$ cat src/design/skht_pkg.sv
// ----------------------------------------------------------------------------
// skht_pkg
// Shared constants and the controller/datapath command and status types of the
// string key hash table.
// ----------------------------------------------------------------------------
package skht_pkg;

    // slot count is tied to the 10-bit slot and 11-bit count ports; a power of
    // two, so the home slot is the low hash bits
    localparam int TABLE_SLOTS = 1024;

    localparam logic [63:0] FNV_BASIS = 64'hCBF29CE484222325;

    localparam logic [1:0] ST_FOUND    = 2'd0;
    localparam logic [1:0] ST_INSERTED = 2'd1;
    localparam logic [1:0] ST_NOTFOUND = 2'd2;
    localparam logic [1:0] ST_FULL     = 2'd3;

    typedef struct packed {
        logic       absorb;      // take one key byte
        logic       home_load;   // start the probe at the home slot
        logic       advance;     // step to the next slot with wrap
        logic       clr_wr;      // clear one metadata entry
        logic       meta_wr;     // mark slot used with pending length
        logic       cnt_inc;
        logic       j_clr;
        logic       j_inc;
        logic       copy_wr;     // store one pending byte into the slot
        logic       out_load;
        logic [1:0] out_status;
    } t_cmd;

    typedef struct packed {
        logic meta_valid;
        logic len_eq;
        logic len_zero;
        logic byte_eq;
        logic j_last;
        logic probe_last;
        logic idx_last;
        logic out_free;
    } t_sts;

    // hash = (hash ^ byte) * 1099511628211, prime = 2^40 + 0x1B3
    function automatic logic [63:0] fnv_step(input logic [63:0] h, input logic [7:0] b);
        logic [63:0] x;
        x = h ^ {56'd0, b};
        return (x << 40) + (x << 8) + (x << 7) + (x << 5) + (x << 4) + (x << 1) + x;
    endfunction

endpackage

$ cat src/design/skht_ctrl.sv
// ----------------------------------------------------------------------------
// skht_ctrl
// Sequencer of the hash table: clearing pass, byte intake, home slot load,
// linear probe with byte compare, key copy on insert, result.
// ----------------------------------------------------------------------------
module skht_ctrl (
    input  logic          i_clk,
    input  logic          i_rst_n,
    input  logic          i_valid,
    input  logic          i_action,
    input  logic          i_key_last,
    output logic          o_stall,
    input  skht_pkg::t_sts i_sts,
    output skht_pkg::t_cmd o_cmd
);
    import skht_pkg::*;

    localparam logic [3:0] S_CLEAR  = 4'd0;
    localparam logic [3:0] S_IDLE   = 4'd1;
    localparam logic [3:0] S_HOME   = 4'd3;
    localparam logic [3:0] S_META   = 4'd4;
    localparam logic [3:0] S_CHK    = 4'd5;
    localparam logic [3:0] S_NEXT   = 4'd6;
    localparam logic [3:0] S_CMPRD  = 4'd7;
    localparam logic [3:0] S_CMPCK  = 4'd8;
    localparam logic [3:0] S_COPYRD = 4'd9;
    localparam logic [3:0] S_COPYWR = 4'd10;
    localparam logic [3:0] S_FIN    = 4'd11;

    logic [3:0] r_state, n_state;
    logic       r_action, n_action;
    logic [1:0] r_stat, n_stat;

    always_ff @(posedge i_clk) begin
        if (!i_rst_n) begin
            r_state  <= S_CLEAR;
            r_action <= 1'b0;
            r_stat   <= ST_NOTFOUND;
        end else begin
            r_state  <= n_state;
            r_action <= n_action;
            r_stat   <= n_stat;
        end
    end

    assign o_stall = (r_state != S_IDLE);

    always_comb begin
        n_state  = r_state;
        n_action = r_action;
        n_stat   = r_stat;
        o_cmd    = '0;
        o_cmd.out_status = r_stat;
        case (r_state)
            S_CLEAR: begin
                o_cmd.clr_wr = 1'b1;
                if (i_sts.idx_last) begin
                    n_state = S_IDLE;
                end
            end
            S_IDLE: begin
                if (i_valid) begin
                    o_cmd.absorb = 1'b1;
                    if (i_key_last) begin
                        n_action = i_action;
                        n_state  = S_HOME;
                    end
                end
            end
            S_HOME: begin
                o_cmd.home_load = 1'b1;
                n_state = S_META;
            end
            S_META: begin
                n_state = S_CHK;
            end
            S_CHK: begin
                if (!i_sts.meta_valid) begin
                    if (r_action) begin
                        o_cmd.meta_wr = 1'b1;
                        o_cmd.cnt_inc = 1'b1;
                        o_cmd.j_clr   = 1'b1;
                        n_stat  = ST_INSERTED;
                        n_state = i_sts.len_zero ? S_FIN : S_COPYRD;
                    end else begin
                        n_stat  = ST_NOTFOUND;
                        n_state = S_FIN;
                    end
                end else if (i_sts.len_eq) begin
                    o_cmd.j_clr = 1'b1;
                    if (i_sts.len_zero) begin
                        n_stat  = ST_FOUND;
                        n_state = S_FIN;
                    end else begin
                        n_state = S_CMPRD;
                    end
                end else begin
                    n_state = S_NEXT;
                end
            end
            S_NEXT: begin
                if (i_sts.probe_last) begin
                    n_stat  = r_action ? ST_FULL : ST_NOTFOUND;
                    n_state = S_FIN;
                end else begin
                    o_cmd.advance = 1'b1;
                    n_state = S_META;
                end
            end
            S_CMPRD: begin
                n_state = S_CMPCK;
            end
            S_CMPCK: begin
                if (!i_sts.byte_eq) begin
                    n_state = S_NEXT;
                end else if (i_sts.j_last) begin
                    n_stat  = ST_FOUND;
                    n_state = S_FIN;
                end else begin
                    o_cmd.j_inc = 1'b1;
                    n_state = S_CMPRD;
                end
            end
            S_COPYRD: begin
                n_state = S_COPYWR;
            end
            S_COPYWR: begin
                o_cmd.copy_wr = 1'b1;
                if (i_sts.j_last) begin
                    n_state = S_FIN;
                end else begin
                    o_cmd.j_inc = 1'b1;
                    n_state = S_COPYRD;
                end
            end
            S_FIN: begin
                if (i_sts.out_free) begin
                    o_cmd.out_load = 1'b1;
                    n_state = S_IDLE;
                end
            end
            default: begin
                n_state = S_IDLE;
            end
        endcase
    end
endmodule

$ cat config.mk
export PLATFORM = sky130hd
export DESIGN_NAME = skht_ctrl
export DESIGN_NICKNAME = d
export VERILOG_FILES = /design/src/design/skht_pkg.sv /design/src/design/skht_ctrl.sv
export SDC_FILE = /design/constraint.sdc
export NUM_CORES = 1
export LEC_CHECK = 0
export BUFFER_PORTS_ARGS = -buffer_cell sky130_fd_sc_hd__buf_2
export CORE_MARGIN = 8
export CORE_UTILIZATION = 51
export CTS_CLUSTER_DIAMETER = 30
export DETAILED_ROUTE_END_ITERATION = 7
export GPL_TIMING_DRIVEN = 0
export PLACE_DENSITY = 0.93
export SLEW_MARGIN = 20
export SYNTH_ARGS = -nofsm -noshare
export SYNTH_HDL_FRONTEND = slang
export SYNTH_SLANG_ARGS = --single-unit
$ cat constraint.sdc
create_clock -name i_clk -period 2.9 [get_ports i_clk]
set_input_delay 0 -clock i_clk [delete_from_list [all_inputs] [get_ports i_clk]]
set_output_delay 0 -clock i_clk [all_outputs]
set_load 0.02 [all_outputs]
==> impl_metrics.py <==
metrics = {
    "critical_path": {
        "critPathArrivalTime_ps": 1640,
        "start_kind": "flop",
        "crit_fanout": 10,
        "ff2ff_path_depth": 6,
        "path_cells": "buf_2 > nor2_1 > nand3_1 > nor2_1 > buf_4 > buf_2",
        "cpPeakStageDelay_ps": 330,
        "crit_slowest_cell": "dfxtp_1",
        "cp.required_ps": 2900,
        "critPathCaptureType": "primary output",
        "critPathKind": "reg2out",
    },
    "placed_design": {
        "post-dp-hpwl_um": 1672,
        "dp_slack_ps": 1354,
        "io_buffers": 24,
        "gp_congestion": 0.9520,
    },
    "floorplan": {
        "initial_core_util_pct": 54.04,
        "io_pins": 26,
        "die_h_um": 53.13,
        "fp.dieW_um": 53.13,
        "coreArea_mm2": 0.001301,
        "rows": 13,
        "die_area_mm2": 0.002823,
    },
    "clocking": {
        "cts_buffer_depth": 2,
        "clk_latency_ps": 260,
        "cts_setup_buffers": 0,
        "numCtsBuffers": 3,
        "cts_tree": "yes",
        "clock_sinks": 7,
        "clk_pin_slew_ps": 50,
        "root_buffer": "clkbuf_4",
        "htree_levels": 1,
        "cts_resized": 0,
        "holdBufCountCts": 1,
    },
    "detailed_routing": {
        "num_vias": 889,
        "dr.first_iter.drc_count": 69,
        "totalWireLength_um": 2080,
        "viasPerCell": 6.007,
        "antenna_left": 0,
        "firstDrtPassIters": 4,
        "wl_per_cell_um": 14.05,
        "drc": 0,
    },
    "timing": {
        "worst_slack_ps": 1256,
        "tightest_slew_ps": 406.4,
        "tns_ps": 0,
        "hold_viol_final": 0,
        "finalSetupViolCount": 0,
        "fin_skew_ps": 3.342,
        "slew_violations": 0,
        "min_period_ps": 1644,
        "rsz0062_at_grt": "false",
        "min_period_over_period_pct": 56.69,
        "fmax_ghz": 0.6083,
        "max_slew_margin_pct": 72.91,
    },
    "synthesis": {
        "yosysSeqAreaShare_pct": 19.93,
        "netlist_area_um2": 703.2,
        "yosys_warnings": 0,
        "syn-num-nets": 117,
        "ys_ff_latch": 7,
        "netlist_instances": 104,
        "yosysUniqueCellTypes": 36,
        "syn_avg_cell_area_um2": 6.761,
    },
    "grt": {
        "grt_antenna_before_repair": 0,
        "grt_max_degree": 11,
        "grt_pass1_vias": 823,
        "grt_overflow": 0,
        "grtUsageTotal_pct": 15.44,
        "grt_pass1_wl_um": 3422,
    },
    "run_status": {
        "outcome": "finished clean",
    },
    "power_and_ir_drop": {
        "vdd_drop_max_mv": 0.1899,
        "p_leak_uw": 0.0003887,
        "p_per_area_mw_per_mm2": 290.2,
    },
    "min_path": {
        "worstHoldPathCells": 2,
        "hold_class": "in2reg",
    },
    "final_layout": {
        "area_growth_syn_to_layout_pct": 24.91,
        "drive_above_1_share_pct": 27.07,
        "final_common_cell": "buf_2",
        "final_nets": 147,
        "layout_common_cells": "buf_2 (27), nand2_1 (10), o21ai_0 (9)",
        "antenna_cells": 0,
    },
    "run": {
        "max-cap-violations": 0,
    },
}
-- final timing paths --
kind	start	end	slack, ps
hold / removal	i_rst_n	r_stat[1]	10
setup reg to reg	r_state[1]	r_state[0]	1320
hold reg to reg	r_stat[0]	r_stat[0]	460
setup / recovery	r_state[3]	o_cmd[7]	1260
-- critical path: cells and delay by family (launching register included) --
kind	cells	cell delay, ps
flops	1	330
simple gates	3	600
buf+inv	3	450
-- where the power goes --
group,total (uW),internal (uW),switching [uW]
Combinational,63.2,26.7,36.6
Clock,92.1,52.7,39.4
Sequential,99.5,98.2,1.28
Total,255,178,77.2
-- per-layer routing --
metal | global-route usage [%] | part of all wire [%]
met4 | 9.664 | 2.1
met1 | 18.99 | 39
met2 | 23.44 | 46
met3 | 3.641 | 12
met5 | 0 | 0
-- cells in the mapped netlist, drive strengths merged --
cell     number  area (um2)
o2bb2ai       2       17.52
a222oi        1       10.01
dfxtp         7       140.1
a21o          1       7.510
buf           5       33.78
and2          1       6.260
o22a          1       8.760
o311a         1       10.01
o21ai        11       55.05
mux2i         2       20.02
o22ai         2       18.77
clkbuf        3       12.51
nor2b         6       37.54
or4b          1       13.76
nand3         4       20.02
o31a          1       8.760
nand2        10       37.54
a21bo         1       10.01
nor4          1       6.260
or3b          1       8.760
nor3          7       35.03
o21bai        1       7.510
nand4         1       6.260
nor2          7       26.28
inv           5       18.77
a21oi         7       35.03
a21boi        1       7.510
and3          3       18.77
o21a          2       15.01
nand2b        7       43.79
a31oi         1       6.260
-- flip-flops by register name, indices dropped and copies added, names as in the netlist --
name / cells
r_state: 4
r_stat: 2
r_action: 1
-- logic make-up after synthesis --
kind of cell    Yosys count  synth area share [%]
compound gates           33                 30.96
buf+inv                  13                 9.252
flops                     7                 19.93
mux                       2                 2.847
simple gates             49                 37.01
-- per-stage QoR --
step,hold WS [ps],utilization [%],instances,power (uW),instance area (um2)
2_1_floorplan,79.99,-,104,141.2,703.2
3_3_place_gp,258.9,64.71,143,161.6,842.1
3_5_place_dp,263.2,64.71,143,163.1,842.1
4_1_cts,12.33,67.50,148,257.9,878.3
5_1_grt,29.77,67.50,148,269.8,878.3
6_report,14.03,67.50,148,254.9,878.3
-- layout make-up --
type | count | area (um2)
well taps | 15 | 18.77
plain buffers | 8 | 46.29
fillers | 120 | 422.9
clock buffers | 4 | 26.28
repair buffers | 25 | 130.1
flip-flops and latches | 7 | 140.1
inverters | 5 | 18.77
multi-input cells | 84 | 498.0
Power figures use the tool's default switching activity.
